<file path="src/design/chse_pkg.sv">
// ----------------------------------------------------------------------------
// chse_pkg
// shared types and constants for the order-1 context huffman encoder
// ----------------------------------------------------------------------------
package chse_pkg;

  localparam int NumSymbolsDef    = 256;
  localparam int NodesPerTreeDef  = 512;
  localparam int MaxStringBytesDef = 255;

  localparam int          LinkW    = 10;
  localparam logic [8:0]  NoParent = 9'h1FF;

  localparam logic OpLoad   = 1'b0;
  localparam logic OpEncode = 1'b1;

  typedef struct packed {
    logic       op;
    logic [7:0] ctx;
    logic [8:0] node_index;
    logic [8:0] parent_index;
    logic       right_child;
    logic [7:0] symbol;
  } in_item_t;

  typedef struct packed {
    logic [7:0] data_byte;
    logic       byte_valid;
    logic       end_of_string;
    logic [7:0] string_bytes;
    logic       overflow;
  } out_item_t;

  typedef struct packed {
    logic bit_vld;
    logic bit_val;
    logic flush;
  } pk_req_t;

  typedef enum logic [2:0] {
    ST_CLEAR,
    ST_IDLE,
    ST_WALK,
    ST_POP,
    ST_FLUSH
  } state_e;

endpackage

</file>
<file path="src/design/chse_packer.sv">
// ----------------------------------------------------------------------------
// chse_packer
// packs code bits lsb first into bytes, counts string bytes, output register
// ----------------------------------------------------------------------------
module chse_packer #(
  parameter int MAX_STRING_BYTES = chse_pkg::MaxStringBytesDef
) (
  input  logic                clk_i,
  input  logic                rst_ni,
  input  chse_pkg::pk_req_t   req_i,
  output logic                ready_o,
  output logic                out_valid_o,
  input  logic                out_ready_i,
  output chse_pkg::out_item_t out_data_o
);
  import chse_pkg::*;

  localparam logic [7:0] MaxB = 8'(MAX_STRING_BYTES);

  logic [7:0] acc_q, acc_d;
  logic [2:0] pend_q, pend_d;
  logic [7:0] cnt_q, cnt_d;
  logic       ovf_q, ovf_d;
  logic       out_vld_q, out_vld_d;
  out_item_t  out_q, out_d;

  logic       room;
  logic [7:0] acc_bit;
  logic [7:0] cnt_inc;
  logic       ovf_inc;

  always_comb begin
    room      = !out_vld_q || out_ready_i;
    acc_bit   = acc_q | (8'(req_i.bit_val) << pend_q);
    if (cnt_q >= MaxB) begin
      cnt_inc = cnt_q;
      ovf_inc = 1'b1;
    end else begin
      cnt_inc = cnt_q + 8'd1;
      ovf_inc = ovf_q;
    end
    acc_d     = acc_q;
    pend_d    = pend_q;
    cnt_d     = cnt_q;
    ovf_d     = ovf_q;
    out_d     = out_q;
    out_vld_d = out_vld_q && !out_ready_i;
    priority if (room && req_i.bit_vld) begin
      if (pend_q == 3'd7) begin
        cnt_d     = cnt_inc;
        ovf_d     = ovf_inc;
        out_d     = '{data_byte: acc_bit, byte_valid: 1'b1, end_of_string: 1'b0,
                      string_bytes: 8'd0, overflow: 1'b0};
        out_vld_d = 1'b1;
        acc_d     = '0;
        pend_d    = '0;
      end else begin
        acc_d  = acc_bit;
        pend_d = pend_q + 3'd1;
      end
    end else if (room && req_i.flush) begin
      if (pend_q != 3'd0) begin
        out_d = '{data_byte: acc_q, byte_valid: 1'b1, end_of_string: 1'b1,
                  string_bytes: cnt_inc, overflow: ovf_inc};
      end else begin
        out_d = '{data_byte: 8'd0, byte_valid: 1'b0, end_of_string: 1'b1,
                  string_bytes: cnt_q, overflow: ovf_q};
      end
      out_vld_d = 1'b1;
      acc_d     = '0;
      pend_d    = '0;
      cnt_d     = '0;
      ovf_d     = 1'b0;
    end else begin
      out_vld_d = out_vld_q && !out_ready_i;
    end
  end

  always_ff @(posedge clk_i or negedge rst_ni) begin
    if (!rst_ni) begin
      acc_q     <= '0;
      pend_q    <= '0;
      cnt_q     <= '0;
      ovf_q     <= 1'b0;
      out_vld_q <= 1'b0;
    end else begin
      acc_q     <= acc_d;
      pend_q    <= pend_d;
      cnt_q     <= cnt_d;
      ovf_q     <= ovf_d;
      out_vld_q <= out_vld_d;
    end
  end

  always_ff @(posedge clk_i) begin
    out_q <= out_d;
  end

  assign ready_o     = room;
  assign out_valid_o = out_vld_q;
  assign out_data_o  = out_q;

  a_req_excl: assert property (@(posedge clk_i) disable iff (!rst_ni)
    !(req_i.bit_vld && req_i.flush))
    else $error("bit and flush requested together");

  a_count_sat: assert property (@(posedge clk_i) disable iff (!rst_ni)
    out_vld_q && out_q.end_of_string |-> out_q.string_bytes <= MaxB)
    else $error("string byte count above saturation limit");

  a_plain_byte: assert property (@(posedge clk_i) disable iff (!rst_ni)
    out_vld_q && !out_q.end_of_string |->
      out_q.byte_valid && out_q.string_bytes == 8'd0 && !out_q.overflow)
    else $error("mid-string result carries end fields");

endmodule

</file>
<file path="config.mk">
export PLATFORM = sky130hd
export DESIGN_NAME = chse_packer
export DESIGN_NICKNAME = d
export VERILOG_FILES = /design/src/design/chse_pkg.sv /design/src/design/chse_packer.sv
export SDC_FILE = /design/constraint.sdc
export NUM_CORES = 1
export LEC_CHECK = 0
export ABC_AREA = 0
export BUFFER_PORTS_ARGS = -buffer_cell sky130_fd_sc_hd__buf_4
export CORE_ASPECT_RATIO = 1.2
export CORE_MARGIN = 1
export CORE_UTILIZATION = 40
export CTS_BUF_LIST = sky130_fd_sc_hd__clkbuf_4
export DETAILED_ROUTE_END_ITERATION = 7
export GPL_ROUTABILITY_DRIVEN = 0
export MAX_ROUTING_LAYER = met4
export RECOVER_POWER = 100
export SYNTH_ARGS = -nofsm -noshare
export SYNTH_HDL_FRONTEND = slang
export SYNTH_SLANG_ARGS = --single-unit
export TNS_END_PERCENT = 5
</file>
<file path="constraint.sdc">
create_clock -name clk_i -period 2.6 [get_ports clk_i]
set_input_delay 0.13 -clock clk_i [delete_from_list [all_inputs] [get_ports clk_i]]
set_output_delay 0.13 -clock clk_i [all_outputs]
set_load 0.03 [all_outputs]
</file>
**Word level (Yosys, flattened, before mapping)**

Cells that the tools add are included.
W data, S select, Z words.

- $add $sub $neg: 2
- Bitwise logic cells: 1
- Equality and inequality tests: 2
- Order comparisons: 1
- Mux-type cells: 20
- Shift operators: 1
- Reductions and logical operators: 9

Operators by type and width:

| operator | number |
|---|---|
| $mux W19 | 4 |
| $mux W8 | 6 |
| $mux W3 | 3 |
| $add A8 B1 Y8 const B | 1 |
| $ge A8 B8 Y1 const B | 1 |
| $or A8 B8 Y8 | 1 |
| $shl A1 B3 Y8 | 1 |
| $mux W1 | 7 |
| $add A3 B1 Y3 const B | 1 |
| $eq A3 B3 Y1 const B | 1 |
| $logic_and A1 B1 Y1 | 3 |
| $reduce_bool A3 Y1 | 1 |
| $logic_not A1 Y1 | 2 |
| $ne A2 B1 Y1 const B | 1 |
| $reduce_and A2 Y1 | 1 |
| $reduce_bool A2 Y1 | 1 |
| $logic_or A1 B1 Y1 | 1 |

- Input port bits: 6
- Flip-flop bits (word level): 40
- Output and inout port bits: 21

**Depth between registers and ports, before layout**

Gate-level depths: netlist (run 1).

- Depth after elaboration: 5
- Mapped depth: 7
- Gate-level depth less buffers: 6

**Worst setup path after synthesis (run 1)**

Ideal clock, no wire load.

- Path type: flip-flop to flip-flop
- Start point: register pend_q[1]
- End point: register out_q, in the netlist out_data_o[0], enable pin
- Library setup time: 0.359 ns
- Stages on the path, launching flop included: 6
- Buffers on the path: 1
- Arrival: 1.578 ns
- Clock period less this slack: 1.937 ns
- Path slack: 0.663 ns
- Path through: dfrtp_1 > ha_1 > ha_1 > mux2i_1 > nor2_1 > buf_2

- Cells in the longest elaborated chain, start to end: 3

RTL lines:

| what | RTL line | source |
|---|---|---|
| start: declaration | chse_packer.sv:21 | `logic [2:0] pend_q, pend_d;` |
| start signal: assignment | chse_packer.sv:88 | `pend_q <= pend_d;` |
| $eq A3 B3 Y1 | chse_packer.sv:49 | `if (pend_q == 3'd7) begin` |
| $ne A2 B1 Y1 (no line) | -- |  |
| $reduce_and A2 Y1 (no line) | -- |  |
| end signal: assignment | chse_packer.sv:96 | `out_q <= out_d;` |
| end: declaration | chse_packer.sv:25 | `out_item_t out_q, out_d;` |

Every way passes these cells.
A chain may end at the register's enable or synchronous reset.

**Final worst setup path (run 1)**

- Start point: register pend_q[2]
- End point: register out_q, in the netlist out_data_o[5], enable pin

The elaborated chain is that of the path after synthesis.

==> results of run 1 <==
stage by stage:
stage                     instances  util, %
after floorplan                 184        -
after CTS                       274     49.9
after global routing            274     47.6
after detailed placement        265     48.0
final                           274     47.6
after global placement          265     48.0
registers in the layout (all words and copies together), names as in the netlist:
register	flops
out_data_o	19
out_valid_o	1
ovf_q	1
pend_q	3
acc_q	8
cnt_q	8
metal layers:
| metal | vias up | track usage, % |
|---|---|---|
| met3 | 5 | 4.07 |
| met2 | 60 | 26.1 |
| met1 | 751 | 24.0 |
| met4 | 0 | 6.09 |
| met5 | - | - |
| li1 | 733 | - |
cells by family (layout without fill, tap and decap cells):
| kind of cell | count (synthesis) | count (layout) | share of synthesized area (%) |
|---|---|---|---|
| and+or+nand+nor | 71 | 71 | 18.4 |
| adders and majority gates | 4 | 4 | 2.60 |
| muxes | 2 | 2 | 1.04 |
| xor gates and xnor gates | 1 | 1 | 0.455 |
| AOI/OAI and AO/OA | 54 | 54 | 18.0 |
| DFF | 40 | 40 | 56.9 |
| buffers and inverters | 12 | 44 | 2.60 |
worst reg2reg max path: stages, from the launching register on:
cell      delay, ps
dfrtp_1         630
ha_1            290
mux2i_1         140
nor2_2          520
clkbuf_1        330
worst min-delay path by stage:
| stage | startpoint | endpoint | slack [ps] | cells past startpoint |
|---|---|---|---|---|
| global placement | rst_ni | cnt_q[0] | 40 | 1 |
| global route | req_i[1] | acc_q[3] | 80 | 3 |
| CTS | req_i[1] | acc_q[3] | 70 | 3 |
| floorplan | rst_ni | acc_q[0] | -170 | 0 |
| detailed placement | rst_ni | cnt_q[1] | 40 | 1 |
| finish | req_i[1] | acc_q[3] | 70 | 3 |
cells in the final DEF, fill, tap and decap left out, types with 3 or more instances in the layout:
cell / n
a21oi_1: 19
a22o_1: 3
a31oi_1: 8
buf_4: 5
clkbuf_1: 23
clkbuf_4: 5
dfrtp_1: 21
edfxtp_1: 19
ha_1: 4
inv_1: 6
nand2_1: 11
nand2b_1: 3
nand3_1: 5
nor2_1: 27
nor2b_1: 3
nor3_1: 8
o21ai_0: 11
what timing repair did:
item / in CTS / in global routing
hold buffers: 1 / 0
setup buffers: 0 / 0
hold endpoints to repair: 21 / 0
Yosys cell counts:
master	count
a211oi_1	1
a21o_1	1
a21oi_1	19
a22o_1	3
a2bb2oi_1	2
a311oi_1	2
a31oi_1	8
a32o_1	2
a41oi_1	2
and2_1	3
and2_2	1
and3_1	1
buf_2	4
clkbuf_1	2
dfrtp_1	21
edfxtp_1	19
ha_1	4
inv_1	5
inv_2	1
mux2i_1	2
nand2_1	11
nand2_4	1
nand2b_1	3
nand3_1	5
nand4_1	2
nor2_1	28
nor2_4	1
nor2b_1	2
nor2b_4	1
nor3_1	7
nor3_2	1
o211ai_1	1
o21ai_0	9
o21ai_2	2
o2bb2ai_1	2
or2_1	1
or2_2	1
or3_1	1
or4_1	1
xor2_1	1
layout make-up:
class | instances | area, sq um
Fill cell | 459 | 2410
Sequential cell | 40 | 1100
Multi-Input combinational cell | 132 | 762
Timing Repair Buffer | 30 | 154
Tap cell | 58 | 72.6
Clock inverter | 3 | 42.5
Clock buffer | 5 | 37.5
Inverter | 6 | 22.5
power groups by stage:
stage / registers, uW / logic, uW / clock network (uW)
global route: 824 / 428 / 450
CTS: 813 / 421 / 421
finish: 812 / 389 / 410
floorplan: 849 / 256 / 0
global placement: 819 / 408 / 0
detailed placement: 826 / 419 / 0
==> impl_metrics.py, run 1 <==
metrics = {
    "global_route": {
        "overflow": 0,
        "grt_pass1_wl_um": 6690,
        "grt_pass1_vias": 1399,
        "grt_max_degree": 22,
        "antenna_found_initial": 0,
        "grt_usage_pct": 17.7,
    },
    "worst_setup_path": {
        "startpoint": "pend_q[2]",
        "rr_startpoint": "pend_q[2]",
        "reg2regPathDepth": 4,
        "cp_cell_sequence": "ha_1, mux2i_1, nor2_2, clkbuf_1",
        "r2r_end": "out_data_o[5]",
        "crit_family": "flip-flops",
        "worst_ep_arrival_time_ps": 2260,
        "startpoint_type": "flip-flop",
        "path_depth": 4,
        "cp_slowest_cell": "dfrtp_1",
        "path_class": "reg2reg",
        "critPathRequiredTime_ps": 2630,
        "rrSetupSlack_ps": 360,
        "crit_path_end_kind": "flip-flop",
        "crit_buf_inv": 1,
        "crit_end": "out_data_o[5]",
        "path_max_fanout": 15,
        "cp_slowest_stage_delay_ps": 630,
    },
    "timing": {
        "fmax_mhz": 447,
        "final_hold_viol_count": 0,
        "rsz0062_at_grt": "false",
        "worst_pin_slew_ps": 1210,
        "setup_viol": 0,
        "timing.final.crit_share_pct": 86.0,
        "whs_ps": 70.8,
        "finClkSkew_ps": 13.2,
        "fin_crit_ps": 2240,
        "fin_tns_setup_ps": 0,
        "slew-limit-headroom_pct": 19.5,
        "final_critical_path_setup_slack_ps": 364,
        "final-max-slew-violation-count": 0,
    },
    "clocking": {
        "cts_tree": "done",
        "path_clk_slew_ps": 130,
        "htree_levels": 2,
        "clk_latency_ps": 350,
        "cts.sinks": 40,
        "cts_buffers": 5,
        "ctsResizeCount": 0,
        "cts.path.max_buffers": 2,
        "root_buffer": "clkbuf_4",
    },
    "layout": {
        "diodes": 0,
        "syn_to_final_growth_pct": 13.5,
        "final_area_sq_mm": 0.00219,
        "drive_gt1_share_pct": 8.33,
        "fin_nets": 225,
    },
    "flow_run": {
        "drv_cap": 0,
    },
    "yosys": {
        "syn_area_sq_mm": 0.00193,
        "synth-seq-cells": 40,
        "yosysSeqAreaShare_pct": 56.9,
        "synth_warnings": 0,
        "synth_cell_type_count": 40,
        "syn_area_per_cell_sq_um": 10.5,
        "synth_area_leaders": "edfxtp_1 (30%), dfrtp_1 (27%), nor2_1 (5.5%), a21oi_1 (4.9%), a31oi_1 (2.6%)",
        "synth_top_area_share_pct": 29.6,
        "synth_top_area_cell": "edfxtp_1",
        "synth_nets": 194,
        "syn-instance-count": 184,
    },
    "run_status": {
        "status": "completed",
    },
    "die": {
        "core_region_area_sq_mm": 0.00459,
        "initial_core_util_pct": 41.9,
        "rows": 27,
        "fp.dieW_um": 65.4,
        "io_pins": 27,
        "die_h_um": 78.0,
        "dieArea_sq_mm": 0.00510,
    },
    "place": {
        "placed_area_sq_mm": 0.00220,
        "place_ws_ps": 441,
        "io_buffers": 26,
        "dp.final_hpwl_um": 2860,
    },
    "power": {
        "p_comb_share_pct": 24.1,
        "swShare_pct": 33.8,
        "intPower_uw": 1070,
        "p_leak_uw": 0.000841,
        "p_sw_uw": 545,
        "total_power_uw": 1610,
        "power_density_mw_per_mm2": 736,
        "vdd_drop_max_mv": 0.265,
        "clkPwrFrac_pct": 25.5,
        "power_frac_seq_pct": 50.4,
    },
    "routing": {
        "wirelength_um": 4070,
        "first_pass_iters": 4,
        "wl_met3_um": 272,
        "wl_met1_um": 1840,
        "initialDrtViolationCount": 107,
        "drc_errors": 0,
        "wl_per_cell_um": 14.9,
        "antenna_left": 0,
        "topRoutingLayerUsed": "met4",
        "dr_wl_met2_um": 1910,
        "vias": 1549,
        "post_drt_via_cell_ratio": 5.65,
    },
    "min_path": {
        "hold_path.class": "in2reg",
    },
}
No activity file was read; power rests on OpenSTA's default activity.
==> run 2: changes to the inputs <==
--- a/config.mk
+++ b/config.mk
@@ -11,6 +11,7 @@
 export CORE_MARGIN = 1
 export CORE_UTILIZATION = 40
 export CTS_BUF_LIST = sky130_fd_sc_hd__clkbuf_4
+export CTS_CLUSTER_SIZE = 14
 export DETAILED_ROUTE_END_ITERATION = 7
 export GPL_ROUTABILITY_DRIVEN = 0
 export MAX_ROUTING_LAYER = met4
==> constraint.sdc (replaced) <==
create_clock -name clk_i -period 2.6 [get_ports clk_i]
set_input_delay 0.39 -clock clk_i [delete_from_list [all_inputs] [get_ports clk_i]]
set_output_delay 0.39 -clock clk_i [all_outputs]
set_load 0.03 [all_outputs]
==> run 2 against run 1 <==
Effect of this change: clock power grew 1%; die area unchanged; wire length decreased by 1.6%; power up 0.13%; final cell count is the same; via count decreased by 0.39%; critical endpoint is now out_data_o[4].
==> impl_metrics.py, run 2 (synthesis results as in run 1) <==
metrics = {
    "routing": {
        "dr_wl_met2_um": 1900,
        "vias": 1543,
        "topRoutingLayerUsed": "met4",
        "post_drt_via_cell_ratio": 5.63,
        "antenna_left": 0,
        "drc_errors": 0,
        "initialDrtViolationCount": 107,
        "first_pass_iters": 4,
        "wl_met3_um": 284,
        "wirelength_um": 4000,
        "wl_met1_um": 1800,
        "wl_per_cell_um": 14.6,
    },
    "clocking": {
        "cts_tree": "done",
        "clk_latency_ps": 350,
        "root_buffer": "clkbuf_4",
        "cts_buffers": 5,
        "path_clk_slew_ps": 120,
        "cts.path.max_buffers": 2,
        "cts_setup_buffers": 0,
        "cts.sinks": 40,
        "htree_levels": 2,
    },
    "timing": {
        "slew-limit-headroom_pct": 19.6,
        "final-max-slew-violation-count": 0,
        "timing.final.crit_share_pct": 79.8,
        "fin_tns_setup_ps": 0,
        "rsz0062_at_grt": "false",
        "worst_pin_slew_ps": 1210,
        "fin_crit_ps": 2080,
        "setup_viol": 0,
        "fmax_mhz": 482,
        "final_hold_viol_count": 0,
        "finClkSkew_ps": 6.98,
    },
    "layout": {
        "finalNonFillerCells": 274,
        "drive_gt1_share_pct": 8.33,
        "syn_to_final_growth_pct": 12.9,
        "largest_reg_flops": 19,
        "diodes": 0,
        "final_common_cell": "nor2_1",
        "fin_nets": 225,
        "layout_common_cells": "nor2_1 (28), clkbuf_1 (22), dfrtp_1 (21)",
    },
    "worst_setup_path": {
        "path_max_fanout": 7,
        "startpoint": "pend_q[1]",
        "worst_ep_arrival_time_ps": 2270,
        "cp_cell_sequence": "inv_1, ha_1, nand2b_1, o21ai_0, or3_1, a21oi_1",
        "crit_buf_inv": 1,
        "cp_slowest_stage_delay_ps": 490,
        "startpoint_type": "flip-flop",
        "crit_path_end_kind": "flip-flop",
        "critPathRequiredTime_ps": 2790,
        "path_class": "reg2reg",
        "rr_startpoint": "pend_q[1]",
        "crit_family": "simple AND/OR/NAND/NOR gates",
        "cp_slowest_cell": "dfrtp_1",
    },
    "global_route": {
        "grt_pass1_wl_um": 6580,
        "grt_max_degree": 22,
        "overflow": 0,
        "grt_pass1_vias": 1364,
        "antenna_found_initial": 0,
        "grt_usage_pct": 17.3,
    },
    "die": {
        "die_h_um": 78.0,
        "initial_core_util_pct": 41.9,
        "io_pins": 27,
        "core_region_area_sq_mm": 0.00459,
        "dieArea_sq_mm": 0.00510,
        "rows": 27,
        "fp.dieW_um": 65.4,
    },
    "place": {
        "dp_cells": 265,
        "dp.final_hpwl_um": 2810,
        "io_buffers": 26,
    },
    "power": {
        "vdd_drop_max_mv": 0.303,
        "power_density_mw_per_mm2": 741,
        "p_leak_uw": 0.000841,
    },
    "min_path": {
        "hold_path.class": "in2reg",
        "hold_start": "req_i[0]",
    },
    "flow_run": {
        "drv_cap": 0,
    },
    "run_status": {
        "status": "completed",
    },
}
-- run 2: report_power, final --
| group | internal (uW) | total [uW] | leakage (uW) | switching (uW) |
|---|---|---|---|---|
| combinational | 118 | 386 | 0.000333 | 268 |
| sequential | 744 | 812 | 0.000467 | 68.3 |
| clock | 200 | 414 | 0.0000412 | 214 |
| total | 1060 | 1610 | 0.000841 | 550 |
-- run 2: path summary, 6_finish.rpt --
check	cells after the start	slack [ps]	to
worst min-delay path	3	310	out_valid_o
worst max-delay path	6	520	out_data_o[4]
min in group asynchronous	2	790	out_valid_o
max in group asynchronous	2	1100	acc_q[2]
worst min register to register	2	510	acc_q[0]
worst max register to register	6	520	out_data_o[4]
-- run 2: worst register-to-register path, delay by kind of cell (launching register included) --
family	cells	cell delay, ps
simple gates	2	630
flops	1	490
compound gates	2	460
fa+ha+maj	1	220
buf+inv	1	130
-- run 2: metal layers --
layer	global-route usage, %	vias up
met4	5.00	0
met3	4.65	2
li1	-	738
met2	25.7	60
met1	23.2	743
met5	-	-
-- run 2: repair_timing --
action | CTS | global route
endpoints found under the hold margin | 21 | 0
hold buffers | 1 | 0
resized for setup | 0 | 0
-- run 2: stage by stage --
step                      utilization, %  instance area [sq um]  worst slack (ps)  power [uW]  hold slack, ps
after global routing                47.4                   2180               324        1710             310
after CTS                           49.7                   2280               622        1650             315
final                               47.4                   2180               524        1610             310
after floorplan                        -                   1930               663        1100            94.4
after detailed placement            47.7                   2190               662        1240             294
after global placement              47.7                   2190               731        1230             293
-- run 2: area by class of cell --
type | instances | area (sq um)
inverters | 6 | 22.5
clock buffers | 5 | 37.5
flip-flops and latches | 40 | 1100
well taps | 58 | 72.6
clock inverters | 3 | 42.5
multi-input cells | 132 | 759
repair buffers | 30 | 145
fillers | 484 | 2420
